<file path="src/sv/doubly_linked_list_engine_top_defines.svh">
// ---------------------------------------------------------------------------
// Assertion macros shared by the list engine modules.
// Each macro expects clk and rst_n in scope.
// ---------------------------------------------------------------------------
`ifndef DOUBLY_LINKED_LIST_ENGINE_TOP_DEFINES_SVH
`define DOUBLY_LINKED_LIST_ENGINE_TOP_DEFINES_SVH

// Check a condition at every clock edge outside reset
`define DLL_ASSERT_ALWAYS(label, cond, msg) \
    label: assert property (@(posedge clk) disable iff (!rst_n) (cond)) else $error(msg);

// Check that an antecedent implies a consequent in the same cycle
`define DLL_ASSERT_IMPLY(label, ante, cons, msg) \
    label: assert property (@(posedge clk) disable iff (!rst_n) (ante) |-> (cons)) else $error(msg);

`endif

</file>
<file path="src/sv/dll_pkg.sv">
// ---------------------------------------------------------------------------
// dll_pkg
// Types and fixed constants of the doubly linked list engine.
// ---------------------------------------------------------------------------
`timescale 1ns / 1ps

package dll_pkg;

    // Fixed payload widths
    localparam int DATA_BITS   = 32;
    localparam int ACTION_BITS = 3;
    localparam int STATUS_BITS = 2;

    // Action codes; the two unused codes are rejected
    typedef enum logic [ACTION_BITS-1:0] {
        ACT_APPEND  = 3'd0,
        ACT_PREPEND = 3'd1,
        ACT_AFTER   = 3'd2,
        ACT_BEFORE  = 3'd3,
        ACT_REMOVE  = 3'd4,
        ACT_READ    = 3'd5
    } action_t;

    // Result status codes
    typedef enum logic [STATUS_BITS-1:0] {
        ST_OK   = 2'd0,
        ST_FULL = 2'd1,
        ST_BAD  = 2'd2
    } status_t;

    // Sequencer states
    typedef enum logic [1:0] {
        S_IDLE = 2'd0,
        S_LOOK = 2'd1,
        S_LINK = 2'd2
    } fsm_t;

    // Write enables of the four node memories
    typedef struct packed {
        logic val;
        logic nxt;
        logic prv;
        logic used;
    } node_we_t;

    // Allocator commands
    typedef struct packed {
        logic take;
        logic push;
    } alloc_cmd_t;

endpackage

</file>
<file path="src/sv/dll_ifs.sv">
// ---------------------------------------------------------------------------
// dll_cmd_if / dll_rsp_if
// Valid/ready channels for list commands and their results.
// ---------------------------------------------------------------------------
`timescale 1ns / 1ps

interface dll_cmd_if
    import dll_pkg::*;
#(
    parameter int HANDLE_BITS = 7
);
    logic                          valid;
    logic                          ready;
    logic [ACTION_BITS-1:0]        action;
    logic [HANDLE_BITS-1:0]        position;
    logic signed [DATA_BITS-1:0]   value;

    modport source (output valid, output action, output position, output value,
                    input ready);
    modport sink   (input valid, input action, input position, input value,
                    output ready);
endinterface

interface dll_rsp_if
    import dll_pkg::*;
#(
    parameter int HANDLE_BITS = 7
);
    logic                          valid;
    logic                          ready;
    logic [STATUS_BITS-1:0]        status;
    logic [HANDLE_BITS-1:0]        handle;
    logic signed [DATA_BITS-1:0]   read_value;
    logic [HANDLE_BITS-1:0]        next_handle;
    logic [HANDLE_BITS-1:0]        prev_handle;
    logic [HANDLE_BITS-1:0]        head_handle;
    logic [HANDLE_BITS-1:0]        tail_handle;
    logic [HANDLE_BITS-1:0]        length;

    modport source (output valid, output status, output handle, output read_value,
                    output next_handle, output prev_handle, output head_handle,
                    output tail_handle, output length, input ready);
    modport sink   (input valid, input status, input handle, input read_value,
                    input next_handle, input prev_handle, input head_handle,
                    input tail_handle, input length, output ready);
endinterface

</file>
<file path="src/sv/doubly_linked_list_engine_top.sv">
// ---------------------------------------------------------------------------
// doubly_linked_list_engine_top
// Doubly linked list over a fixed node pool, with its own node allocator.
// ---------------------------------------------------------------------------
// Commands arrive on cmd and each produces one result on rsp. A command that
// adds no node (read, remove or any rejected command) goes through the idle
// and look states, an insert through idle, look and link: the accepting cycle
// reads the reference node and the free-stack top from their memories, look
// writes the new node and link patches the neighbor links, since each link
// memory has a single write port. The result is registered in look when no
// node is added and in link for an insert. The next command is accepted the
// cycle after the previous one has left the sequencer; a finished result
// waits in the output register and the sequencer stalls only if that register
// is still full. Node storage needs no clearing pass after reset: handles at
// or above the bump pointer count as unused. head_handle, tail_handle and
// length show the list state after the action of the result on rsp.
`timescale 1ns / 1ps
`include "doubly_linked_list_engine_top_defines.svh"

module doubly_linked_list_engine_top
    import dll_pkg::*;
#(
    parameter int POOL_SIZE  = 64,
    parameter int VALUE_BITS = 32
)(
    input  logic      clk,
    input  logic      rst_n,
    dll_cmd_if.sink   cmd,
    dll_rsp_if.source rsp
);

    localparam int IW = $clog2(POOL_SIZE);
    localparam int HW = $clog2(POOL_SIZE + 1);
    localparam logic [HW-1:0] NONE = HW'(POOL_SIZE);

    // Sequencer and list state
    fsm_t                  state_reg;
    fsm_t                  state_next;
    logic [HW-1:0]         head_reg;
    logic [HW-1:0]         head_next;
    logic [HW-1:0]         tail_reg;
    logic [HW-1:0]         tail_next;
    logic [HW-1:0]         count_reg;
    logic [HW-1:0]         count_next;

    // Captured command and link-stage operands
    action_t               act_reg;
    logic [HW-1:0]         pos_reg;
    logic [VALUE_BITS-1:0] val_reg;
    logic [HW-1:0]         h_reg;
    logic [HW-1:0]         p_reg;
    logic [HW-1:0]         n_reg;

    // Output register
    logic                  ovalid_reg;
    status_t               ostat_reg;
    logic [HW-1:0]         ohandle_reg;
    logic [DATA_BITS-1:0]  ovalue_reg;
    logic [HW-1:0]         onext_reg;
    logic [HW-1:0]         oprev_reg;

    // Node memory ports
    node_we_t              we;
    logic [IW-1:0]         waddr;
    logic [IW-1:0]         next_addr;
    logic [IW-1:0]         prev_addr;
    logic [VALUE_BITS-1:0] wval;
    logic [HW-1:0]         wnext;
    logic [HW-1:0]         wprev;
    logic                  wuse;
    logic [VALUE_BITS-1:0] rd_val;
    logic [HW-1:0]         rd_next;
    logic [HW-1:0]         rd_prev;
    logic                  rd_use;

    // Allocator ports
    alloc_cmd_t            acmd;
    logic [IW-1:0]         push_handle;
    logic [HW-1:0]         alloc_handle;
    logic [HW-1:0]         fresh;

    // Decode and result signals
    logic                  accept;
    logic                  can_out;
    logic                  live;
    logic                  full;
    logic                  is_ins;
    logic                  lk_ok;
    logic [HW-1:0]         lk_p;
    logic [HW-1:0]         lk_n;
    logic                  link_load;
    logic                  fin;
    status_t               res_stat;
    logic [HW-1:0]         res_h;
    logic [VALUE_BITS-1:0] res_val;
    logic [HW-1:0]         res_n;
    logic [HW-1:0]         res_p;
    logic                  list_empty;
    logic                  out_fail;

    dll_node_mem #(
        .POOL_SIZE  (POOL_SIZE),
        .VALUE_BITS (VALUE_BITS)
    ) u_nodes (
        .clk       (clk),
        .ren       (accept),
        .raddr     (cmd.position[IW-1:0]),
        .we        (we),
        .waddr     (waddr),
        .next_addr (next_addr),
        .prev_addr (prev_addr),
        .wval      (wval),
        .wnext     (wnext),
        .wprev     (wprev),
        .wuse      (wuse),
        .rd_val    (rd_val),
        .rd_next   (rd_next),
        .rd_prev   (rd_prev),
        .rd_use    (rd_use)
    );

    dll_alloc #(
        .POOL_SIZE (POOL_SIZE)
    ) u_alloc (
        .clk          (clk),
        .rst_n        (rst_n),
        .ren          (accept),
        .cmd          (acmd),
        .push_handle  (push_handle),
        .alloc_handle (alloc_handle),
        .fresh        (fresh)
    );

    assign cmd.ready = (state_reg == S_IDLE);
    assign accept    = cmd.valid && cmd.ready;
    assign can_out   = !ovalid_reg || rsp.ready;
    assign live      = (pos_reg < fresh) && rd_use;
    assign full      = (alloc_handle == NONE);

    // Resolve the neighbors of a new node
    always_comb
    begin
        lk_p   = NONE;
        lk_n   = NONE;
        lk_ok  = 1'b1;
        is_ins = 1'b1;
        case (act_reg)
            ACT_APPEND:
            begin
                lk_p = tail_reg;
            end
            ACT_PREPEND:
            begin
                lk_n = head_reg;
            end
            ACT_AFTER:
            begin
                if (pos_reg == NONE)
                begin
                    lk_n = head_reg;
                end
                else if (live)
                begin
                    lk_p = pos_reg;
                    lk_n = rd_next;
                end
                else
                begin
                    lk_ok = 1'b0;
                end
            end
            ACT_BEFORE:
            begin
                if (pos_reg == NONE)
                begin
                    lk_p = tail_reg;
                end
                else if (live)
                begin
                    lk_p = rd_prev;
                    lk_n = pos_reg;
                end
                else
                begin
                    lk_ok = 1'b0;
                end
            end
            default:
            begin
                is_ins = 1'b0;
                lk_ok  = 1'b0;
            end
        endcase
    end

    // Sequence the memory updates and build the result
    always_comb
    begin
        state_next  = state_reg;
        head_next   = head_reg;
        tail_next   = tail_reg;
        count_next  = count_reg;
        we          = '0;
        waddr       = pos_reg[IW-1:0];
        next_addr   = pos_reg[IW-1:0];
        prev_addr   = pos_reg[IW-1:0];
        wval        = val_reg;
        wnext       = NONE;
        wprev       = NONE;
        wuse        = 1'b0;
        acmd        = '0;
        push_handle = pos_reg[IW-1:0];
        link_load   = 1'b0;
        fin         = 1'b0;
        res_stat    = ST_BAD;
        res_h       = NONE;
        res_val     = '0;
        res_n       = NONE;
        res_p       = NONE;
        case (state_reg)
            S_IDLE:
            begin
                if (accept)
                begin
                    state_next = S_LOOK;
                end
            end
            S_LOOK:
            begin
                if (is_ins && lk_ok && !full)
                begin
                    // Write the new node in full, then patch neighbors
                    we        = '{val: 1'b1, nxt: 1'b1, prv: 1'b1, used: 1'b1};
                    waddr     = alloc_handle[IW-1:0];
                    next_addr = alloc_handle[IW-1:0];
                    prev_addr = alloc_handle[IW-1:0];
                    wnext     = lk_n;
                    wprev     = lk_p;
                    wuse      = 1'b1;
                    link_load = 1'b1;
                    state_next = S_LINK;
                end
                else if (can_out)
                begin
                    fin        = 1'b1;
                    state_next = S_IDLE;
                    if (is_ins && lk_ok)
                    begin
                        res_stat = ST_FULL;
                    end
                    else if ((act_reg == ACT_REMOVE) && live)
                    begin
                        // Unlink the node and release its handle
                        res_stat  = ST_OK;
                        res_h     = pos_reg;
                        res_val   = rd_val;
                        res_n     = rd_next;
                        res_p     = rd_prev;
                        we.nxt    = (rd_prev != NONE);
                        next_addr = rd_prev[IW-1:0];
                        wnext     = rd_next;
                        we.prv    = (rd_next != NONE);
                        prev_addr = rd_next[IW-1:0];
                        wprev     = rd_prev;
                        we.used   = 1'b1;
                        wuse      = 1'b0;
                        acmd.push = 1'b1;
                        if (rd_prev == NONE)
                        begin
                            head_next = rd_next;
                        end
                        if (rd_next == NONE)
                        begin
                            tail_next = rd_prev;
                        end
                        if (count_reg != '0)
                        begin
                            count_next = count_reg - 1'b1;
                        end
                    end
                    else if ((act_reg == ACT_READ) && live)
                    begin
                        res_stat = ST_OK;
                        res_h    = pos_reg;
                        res_val  = rd_val;
                        res_n    = rd_next;
                        res_p    = rd_prev;
                    end
                end
            end
            S_LINK:
            begin
                if (can_out)
                begin
                    fin        = 1'b1;
                    state_next = S_IDLE;
                    res_stat   = ST_OK;
                    res_h      = h_reg;
                    res_val    = val_reg;
                    res_n      = n_reg;
                    res_p      = p_reg;
                    we.nxt     = (p_reg != NONE);
                    next_addr  = p_reg[IW-1:0];
                    wnext      = h_reg;
                    we.prv     = (n_reg != NONE);
                    prev_addr  = n_reg[IW-1:0];
                    wprev      = h_reg;
                    acmd.take  = 1'b1;
                    if (p_reg == NONE)
                    begin
                        head_next = h_reg;
                    end
                    if (n_reg == NONE)
                    begin
                        tail_next = h_reg;
                    end
                    count_next = count_reg + 1'b1;
                end
            end
            default:
            begin
                state_next = S_IDLE;
            end
        endcase
    end

    // Control state
    always_ff @(posedge clk or negedge rst_n)
    begin
        if (!rst_n)
        begin
            state_reg  <= S_IDLE;
            head_reg   <= NONE;
            tail_reg   <= NONE;
            count_reg  <= '0;
            ovalid_reg <= 1'b0;
        end
        else
        begin
            state_reg <= state_next;
            head_reg  <= head_next;
            tail_reg  <= tail_next;
            count_reg <= count_next;
            if (fin)
            begin
                ovalid_reg <= 1'b1;
            end
            else if (rsp.ready)
            begin
                ovalid_reg <= 1'b0;
            end
        end
    end

    // Payload registers
    always_ff @(posedge clk)
    begin
        if (accept)
        begin
            act_reg <= action_t'(cmd.action);
            pos_reg <= cmd.position;
            val_reg <= VALUE_BITS'($signed(cmd.value));
        end
        if (link_load)
        begin
            h_reg <= alloc_handle;
            p_reg <= lk_p;
            n_reg <= lk_n;
        end
        if (fin)
        begin
            ostat_reg   <= res_stat;
            ohandle_reg <= res_h;
            ovalue_reg  <= DATA_BITS'($signed(res_val));
            onext_reg   <= res_n;
            oprev_reg   <= res_p;
        end
    end

    // Drive the result channel; list state only moves with a new result
    assign rsp.valid       = ovalid_reg;
    assign rsp.status      = ostat_reg;
    assign rsp.handle      = ohandle_reg;
    assign rsp.read_value  = ovalue_reg;
    assign rsp.next_handle = onext_reg;
    assign rsp.prev_handle = oprev_reg;
    assign rsp.head_handle = head_reg;
    assign rsp.tail_handle = tail_reg;
    assign rsp.length      = count_reg;

    assign list_empty = (count_reg == '0);
    assign out_fail   = ovalid_reg && (ostat_reg != ST_OK);

    `DLL_ASSERT_ALWAYS(a_count_bound, count_reg <= NONE, "node count exceeds pool size")
    `DLL_ASSERT_ALWAYS(a_head_empty, (head_reg == NONE) == list_empty, "head and count disagree")
    `DLL_ASSERT_ALWAYS(a_tail_empty, (tail_reg == NONE) == list_empty, "tail and count disagree")
    `DLL_ASSERT_IMPLY(a_fail_no_handle, out_fail, ohandle_reg == NONE, "failed action has a handle")

endmodule

</file>
<file path="src/sv/dll_node_mem.sv">
// ---------------------------------------------------------------------------
// dll_node_mem
// Node pool storage: value, successor, predecessor and in-use bit, each a
// synchronous memory with one write port and one registered read port.
// ---------------------------------------------------------------------------
`timescale 1ns / 1ps

module dll_node_mem
    import dll_pkg::*;
#(
    parameter int POOL_SIZE  = 64,
    parameter int VALUE_BITS = 32,
    localparam int IW = $clog2(POOL_SIZE),
    localparam int HW = $clog2(POOL_SIZE + 1)
)(
    input  logic                  clk,
    input  logic                  ren,
    input  logic [IW-1:0]         raddr,
    input  node_we_t              we,
    input  logic [IW-1:0]         waddr,
    input  logic [IW-1:0]         next_addr,
    input  logic [IW-1:0]         prev_addr,
    input  logic [VALUE_BITS-1:0] wval,
    input  logic [HW-1:0]         wnext,
    input  logic [HW-1:0]         wprev,
    input  logic                  wuse,
    output logic [VALUE_BITS-1:0] rd_val,
    output logic [HW-1:0]         rd_next,
    output logic [HW-1:0]         rd_prev,
    output logic                  rd_use
);

    logic [VALUE_BITS-1:0] val_mem [POOL_SIZE];
    logic [HW-1:0]         nxt_mem [POOL_SIZE];
    logic [HW-1:0]         prv_mem [POOL_SIZE];
    logic                  use_mem [POOL_SIZE];

    logic [VALUE_BITS-1:0] rd_val_reg;
    logic [HW-1:0]         rd_next_reg;
    logic [HW-1:0]         rd_prev_reg;
    logic                  rd_use_reg;

    // Write each field memory at its own address
    always_ff @(posedge clk)
    begin
        if (we.val)
        begin
            val_mem[waddr] <= wval;
        end
        if (we.used)
        begin
            use_mem[waddr] <= wuse;
        end
        if (we.nxt)
        begin
            nxt_mem[next_addr] <= wnext;
        end
        if (we.prv)
        begin
            prv_mem[prev_addr] <= wprev;
        end
    end

    // Read one node; hold the data until the next read
    always_ff @(posedge clk)
    begin
        if (ren)
        begin
            rd_val_reg  <= val_mem[raddr];
            rd_next_reg <= nxt_mem[raddr];
            rd_prev_reg <= prv_mem[raddr];
            rd_use_reg  <= use_mem[raddr];
        end
    end

    assign rd_val  = rd_val_reg;
    assign rd_next = rd_next_reg;
    assign rd_prev = rd_prev_reg;
    assign rd_use  = rd_use_reg;

endmodule

</file>
<file path="src/sv/dll_alloc.sv">
// ---------------------------------------------------------------------------
// dll_alloc
// Node allocator: a stack of released handles in memory, backed by a bump
// pointer over handles never handed out.
// ---------------------------------------------------------------------------
`timescale 1ns / 1ps
`include "doubly_linked_list_engine_top_defines.svh"

module dll_alloc
    import dll_pkg::*;
#(
    parameter int POOL_SIZE = 64,
    localparam int IW = $clog2(POOL_SIZE),
    localparam int HW = $clog2(POOL_SIZE + 1)
)(
    input  logic          clk,
    input  logic          rst_n,
    input  logic          ren,
    input  alloc_cmd_t    cmd,
    input  logic [IW-1:0] push_handle,
    output logic [HW-1:0] alloc_handle,
    output logic [HW-1:0] fresh
);

    localparam logic [HW-1:0] NONE = HW'(POOL_SIZE);

    logic [IW-1:0] stack_mem [POOL_SIZE];
    logic [IW-1:0] stack_rd_reg;
    logic [HW-1:0] free_top_reg;
    logic [HW-1:0] free_top_next;
    logic [HW-1:0] fresh_reg;
    logic [HW-1:0] fresh_next;
    logic [IW-1:0] top_idx;

    assign top_idx = IW'(free_top_reg - 1'b1);

    // Fetch the top of stack on request, push released handles
    always_ff @(posedge clk)
    begin
        if (ren)
        begin
            stack_rd_reg <= stack_mem[top_idx];
        end
        if (cmd.push)
        begin
            stack_mem[free_top_reg[IW-1:0]] <= push_handle;
        end
    end

    // Pop from the stack first, bump otherwise
    always_comb
    begin
        free_top_next = free_top_reg;
        fresh_next    = fresh_reg;
        if (cmd.push)
        begin
            free_top_next = free_top_reg + 1'b1;
        end
        else if (cmd.take)
        begin
            if (free_top_reg != '0)
            begin
                free_top_next = free_top_reg - 1'b1;
            end
            else
            begin
                fresh_next = fresh_reg + 1'b1;
            end
        end
    end

    always_ff @(posedge clk or negedge rst_n)
    begin
        if (!rst_n)
        begin
            free_top_reg <= '0;
            fresh_reg    <= '0;
        end
        else
        begin
            free_top_reg <= free_top_next;
            fresh_reg    <= fresh_next;
        end
    end

    // Bump pointer equals NONE once every handle has been handed out
    assign alloc_handle = (free_top_reg != '0) ? HW'(stack_rd_reg) : fresh_reg;
    assign fresh        = fresh_reg;

    `DLL_ASSERT_ALWAYS(a_top_le_fresh, free_top_reg <= fresh_reg, "free stack deeper than handed-out handles")
    `DLL_ASSERT_IMPLY(a_take_has_room, cmd.take && (free_top_reg == '0), fresh_reg < NONE, "take with no handle left")
    `DLL_ASSERT_IMPLY(a_push_excl_take, cmd.push, !cmd.take, "push and take in one cycle")

endmodule
</file>
<file path="src/flat_wrapper.sv">
// flat-port wrapper written by rule: the top's interface ports become plain ports
module doubly_linked_list_engine_top_flat import dll_pkg::*;
#(
    parameter int POOL_SIZE  = 64,
    parameter int VALUE_BITS = 32
)
  (clk, rst_n, cmd_valid, cmd_action, cmd_position, cmd_value, cmd_ready, rsp_valid, rsp_status, rsp_handle, rsp_read_value, rsp_next_handle, rsp_prev_handle, rsp_head_handle, rsp_tail_handle, rsp_length, rsp_ready);
  dll_cmd_if cmd_i ();
  dll_rsp_if rsp_i ();
  input  logic clk;
  input  logic rst_n;
  input wire logic [$bits(cmd_i.valid)-1:0] cmd_valid;
  input wire logic [$bits(cmd_i.action)-1:0] cmd_action;
  input wire logic [$bits(cmd_i.position)-1:0] cmd_position;
  input wire logic [$bits(cmd_i.value)-1:0] cmd_value;
  output wire logic [$bits(cmd_i.ready)-1:0] cmd_ready;
  output wire logic [$bits(rsp_i.valid)-1:0] rsp_valid;
  output wire logic [$bits(rsp_i.status)-1:0] rsp_status;
  output wire logic [$bits(rsp_i.handle)-1:0] rsp_handle;
  output wire logic [$bits(rsp_i.read_value)-1:0] rsp_read_value;
  output wire logic [$bits(rsp_i.next_handle)-1:0] rsp_next_handle;
  output wire logic [$bits(rsp_i.prev_handle)-1:0] rsp_prev_handle;
  output wire logic [$bits(rsp_i.head_handle)-1:0] rsp_head_handle;
  output wire logic [$bits(rsp_i.tail_handle)-1:0] rsp_tail_handle;
  output wire logic [$bits(rsp_i.length)-1:0] rsp_length;
  input wire logic [$bits(rsp_i.ready)-1:0] rsp_ready;
  assign cmd_i.valid = cmd_valid;
  assign cmd_i.action = cmd_action;
  assign cmd_i.position = cmd_position;
  assign cmd_i.value = cmd_value;
  assign cmd_ready = cmd_i.ready;
  assign rsp_valid = rsp_i.valid;
  assign rsp_status = rsp_i.status;
  assign rsp_handle = rsp_i.handle;
  assign rsp_read_value = rsp_i.read_value;
  assign rsp_next_handle = rsp_i.next_handle;
  assign rsp_prev_handle = rsp_i.prev_handle;
  assign rsp_head_handle = rsp_i.head_handle;
  assign rsp_tail_handle = rsp_i.tail_handle;
  assign rsp_length = rsp_i.length;
  assign rsp_i.ready = rsp_ready;
  doubly_linked_list_engine_top #(.POOL_SIZE(POOL_SIZE), .VALUE_BITS(VALUE_BITS)) u_core (.clk(clk), .rst_n(rst_n), .cmd(cmd_i), .rsp(rsp_i));
endmodule
</file>
<file path="config.mk">
export PLATFORM = sky130hd
export DESIGN_NAME = doubly_linked_list_engine_top_flat
export DESIGN_NICKNAME = d
export VERILOG_FILES = /design/src/sv/dll_pkg.sv /design/src/sv/dll_ifs.sv /design/src/sv/doubly_linked_list_engine_top.sv /design/src/sv/dll_node_mem.sv /design/src/sv/dll_alloc.sv /design/src/flat_wrapper.sv
export VERILOG_INCLUDE_DIRS = /design/src /design/src/sv
export SDC_FILE = /design/constraint.sdc
export NUM_CORES = 2
export LEC_CHECK = 0
export BUFFER_PORTS_ARGS = -buffer_cell sky130_fd_sc_hd__clkbuf_2
export CORE_ASPECT_RATIO = 2
export CORE_MARGIN = 10
export CORE_UTILIZATION = 49
export CTS_CLUSTER_SIZE = 10
export DETAILED_ROUTE_END_ITERATION = 12
export SLEW_MARGIN = 20
export SYNTH_ARGS = -nofsm -noshare
export SYNTH_HDL_FRONTEND = slang
export SYNTH_SLANG_ARGS = --single-unit
export TNS_END_PERCENT = 100
</file>
<file path="constraint.sdc">
create_clock -name clk -period 9.7 [get_ports clk]
set_clock_uncertainty 0.1 [all_clocks]
set_input_delay 0.485 -clock clk [delete_from_list [all_inputs] [get_ports clk]]
set_output_delay 0.485 -clock clk [all_outputs]
set_load 0.05 [all_outputs]
</file>
==> impl_metrics.env <==
export IMPL_synth_area_per_cell_um2=23.1
export IMPL_ys_seq_elements=3601
export IMPL_p_per_area_nw_per_um2=243
export IMPL_cp_required_ns=10.14
export IMPL_die_height_um=776
export IMPL_die_area_um2=309000
export IMPL_track_usage_pct=24.7
export IMPL_drc=0
export IMPL_grt_max_degree=150
export IMPL_cp_max_fo=75
export IMPL_ios=124
export IMPL_arrival_ns=7.02
export IMPL_start_kind="flop"
export IMPL_rsz0062_at_grt="no"
export IMPL_seqCellArea_um2=108000
export IMPL_grt_overflow_total=0
export IMPL_status="finished clean"
export IMPL_cts_sinks=3601
export IMPL_cts_tree="yes"
export IMPL_crit_slowest_cell="clkinv_2"
export IMPL_dp_hpwl_mm=246
export IMPL_die_w_um=398
export IMPL_postPlaceCellArea_um2=146000
export IMPL_async_reset_ff_share_pct=1.06
export IMPL_setup_tns_final_ns=0
export IMPL_wl_per_cell_um=37.1
export IMPL_slew_headroom_pct=25.8
export IMPL_fin_ws_ns=3.12
export IMPL_gp_congestion=0.926
export IMPL_clk_latency_ns=0.96
export IMPL_hold_path_class="in -> async"
export IMPL_final_nets=6527
export IMPL_clkTransAtPathRegs_ns=0.06
export IMPL_cap_violations=0
export IMPL_fin_area_um2=158000
export IMPL_crit_type="reg -> reg"
export IMPL_ir_drop_mv=0.238
export IMPL_synth_cell_area_um2=140000
export IMPL_fp_coreArea_um2=285000
export IMPL_viasPerCell=6.37
export IMPL_dr_first_iter_drc_count=7037
export IMPL_fillers=20791
export IMPL_cts_htree_levels=5
export IMPL_synth_cells=6067
export IMPL_first_pass_iters=7
export IMPL_cpPeakStageDelay_ns=0.83
export IMPL_area_growth_pct=12.6
export IMPL_reg_top3="u_core.u_nodes.val_mem: 2048 flops, u_core.u_nodes.nxt_mem: 448 flops, u_core.u_nodes.prv_mem: 448 flops"
export IMPL_ant_nets=0
export IMPL_largest_reg_flops=2048
export IMPL_period_needed_ns=6.58
export IMPL_period_share_pct=67.8
export IMPL_cts_path_max_buffers=4
export IMPL_crit_chain="buf_4, nor2_1, nand4_1, and2_1, a21o_1, clkinv_2, and2_1, o32a_1, buf_4, nor3b_1, nor2b_1"
export IMPL_syn_num_nets=6133
export IMPL_ys_seq_area_share_pct=77.1
export IMPL_grt_pass1_vias=69091
export IMPL_drive_above_1_share_pct=30.2
export IMPL_start_util_pct=49.2
export IMPL_fp_row_count=277
export IMPL_finalSetupViolCount=0
export IMPL_postLayoutCoreUtil_pct=55.4
export IMPL_grt_pass1_wl_mm=539
export IMPL_regMostFlops="u_core.u_nodes.val_mem"
export IMPL_synthFlopType="edfxtp_1"
export IMPL_numCtsBuffers=403
export IMPL_io_buffers=123
export IMPL_wl_mm=383
export IMPL_cts_root_buf="clkbuf_16"
export IMPL_synth_edff_count=3563
export IMPL_crit_path_end_kind="flop"
export IMPL_tightestPinTransition_ns=1.11
export IMPL_multiInputGateArea_um2=31200
export IMPL_num_vias=65703
export IMPL_place_ws_ns=3.28
export IMPL_cts_resized=0
export IMPL_synth_distinct_cells=85
export IMPL_ys_warn_count=0
export IMPL_p_leak_nw=48.0
export IMPL_fmax_mhz=152
export IMPL_maxSlewViolCount=0
export IMPL_antenna_found_initial=19
export IMPL_hold_violations=0
-- cells in the final DEF (no fill, tap or decap), drive strengths merged, types with 5 or more instances in the layout --
cell type	Yosys	routed
edfxtp	3563	3563
mux4	1096	1096
clkbuf	225	580
nor2	379	379
buf	124	180
nand2	77	77
a22oi	61	61
nor2b	55	55
o21ai	50	50
a21oi	42	42
dlygate4sd3	0	41
mux2i	38	38
dfrtp	36	36
mux2	26	26
nand3	26	26
inv	20	26
ha	19	19
nand2b	17	17
or3	17	17
xnor2	15	15
a222oi	12	12
a31oi	12	12
nor4	12	12
nor3	12	12
or2	11	11
clkinv	1	11
nand3b	10	10
and3	9	9
diode	0	8
a21o	7	7
o2bb2ai	7	7
and2	7	7
o22ai	7	7
xor2	5	5
-- metal layers --
| metal | track usage, % | share of wire, % | vias to the layer above |
|---|---|---|---|
| li1 | - | - | 26363 |
| met2 | 45.6 | 56 | 2808 |
| met4 | 11.0 | 5.1 | 12 |
| met1 | 28.2 | 34 | 35840 |
| met5 | 0 | 0.021 | - |
| met3 | 3.37 | 5.5 | 680 |
-- cell families (layout without fill, tap and decap cells) --
family	count (synthesis)	count (layout)	share of synthesized area (%)
multiplexers	1160	1160	18.1
flip-flops	3601	3601	77.1
buffers and inverters	370	840	1.04
adder cells (fa/ha/maj)	20	20	0.184
XOR/XNOR	20	20	0.125
AND/OR/NAND/NOR	655	655	2.18
AO/OA/AOI/OAI	241	241	1.23
other	0	8	0
-- stage by stage --
stage	total power, mW	hold slack [ns]	instances
floorplan	22.6	0.0894	6067
global placement	25.4	0.389	9758
detailed placement	25.5	0.388	9771
CTS	38.6	0.0726	10293
global route	39.4	0.127	10305
finish	38.3	0.100	10311
-- synth_stat cells, types with 7 or more instances --
master     instances  area, um^2
a222oi_1          12         120
a22oi_1           58         435
and3_1             9        56.3
o21ai_0           46         230
nand2b_1          17         106
edfxtp_1        3563      107000
ha_1              19         238
or2_2             10        62.6
nand3_1           25         125
buf_1             80         300
nor2b_1           55         344
nor4_1            12        75.1
a21o_1             7        52.6
clkbuf_1         225         845
mux2_2            26         293
mux4_2          1096       24700
o2bb2ai_1          7        61.3
a21oi_1           40         200
or3_1             17         106
a31oi_1           11        68.8
o22ai_1            7        43.8
buf_2             42         210
nand2_1           76         285
and2_1             7        43.8
inv_1             20        75.1
xnor2_1           15         131
nor2_1           379        1420
mux2i_1           38         380
nor3_1            10        50.1
dfrtp_1           36         901
-- power by group --
group	switching, mW	internal, mW
logic	4.51	1.95
clock network	5.70	7.51
registers	0.337	18.3
-- critical path: cells and delay by family (launching register included) --
| kind | cells | cell delay (ns) |
|---|---|---|
| simple gates | 6 | 2.92 |
| buf+inv | 3 | 1.71 |
| flops | 1 | 0.35 |
| compound gates | 2 | 1.10 |
-- area by class of cell --
cell class                      count  share of cell area [%]
Tap cell                         3766                    2.99
Clock inverter                     18                   0.205
Sequential cell                  3601                    68.5
Antenna cell                        8                  0.0127
Timing Repair Buffer              338                    1.79
Clock buffer                      463                    6.62
Inverter                           21                  0.0548
Multi-Input combinational cell   2096                    19.8
-- path summary, 6_finish.rpt --
check / start / to / slack [ns] / cells past startpoint
worst max-delay path: u_core.pos_reg[4] / u_core.u_nodes.nxt_mem[36][0] / 3.12 / 11
worst min-delay path: rst_n / u_core.rsp.length[1] / 0.10 / 3
worst max register to register: u_core.pos_reg[4] / u_core.u_nodes.nxt_mem[36][0] / 3.12 / 11
worst min register to register: u_core.u_alloc.free_top_reg[6] / u_core.u_alloc.free_top_reg[6] / 0.40 / 1
max in group asynchronous: rst_n / u_core.u_alloc.free_top_reg[0] / 8.91 / 3
min in group clk: cmd_value[1] / u_core.val_reg[1] / 0.13 / 2
-- timing repair --
item                                   CTS  global route
hold buffers                            41             0
setup buffers                            0             0
endpoints found under the hold margin   82             0
Note: power is estimated with default switching activity, not from simulation.
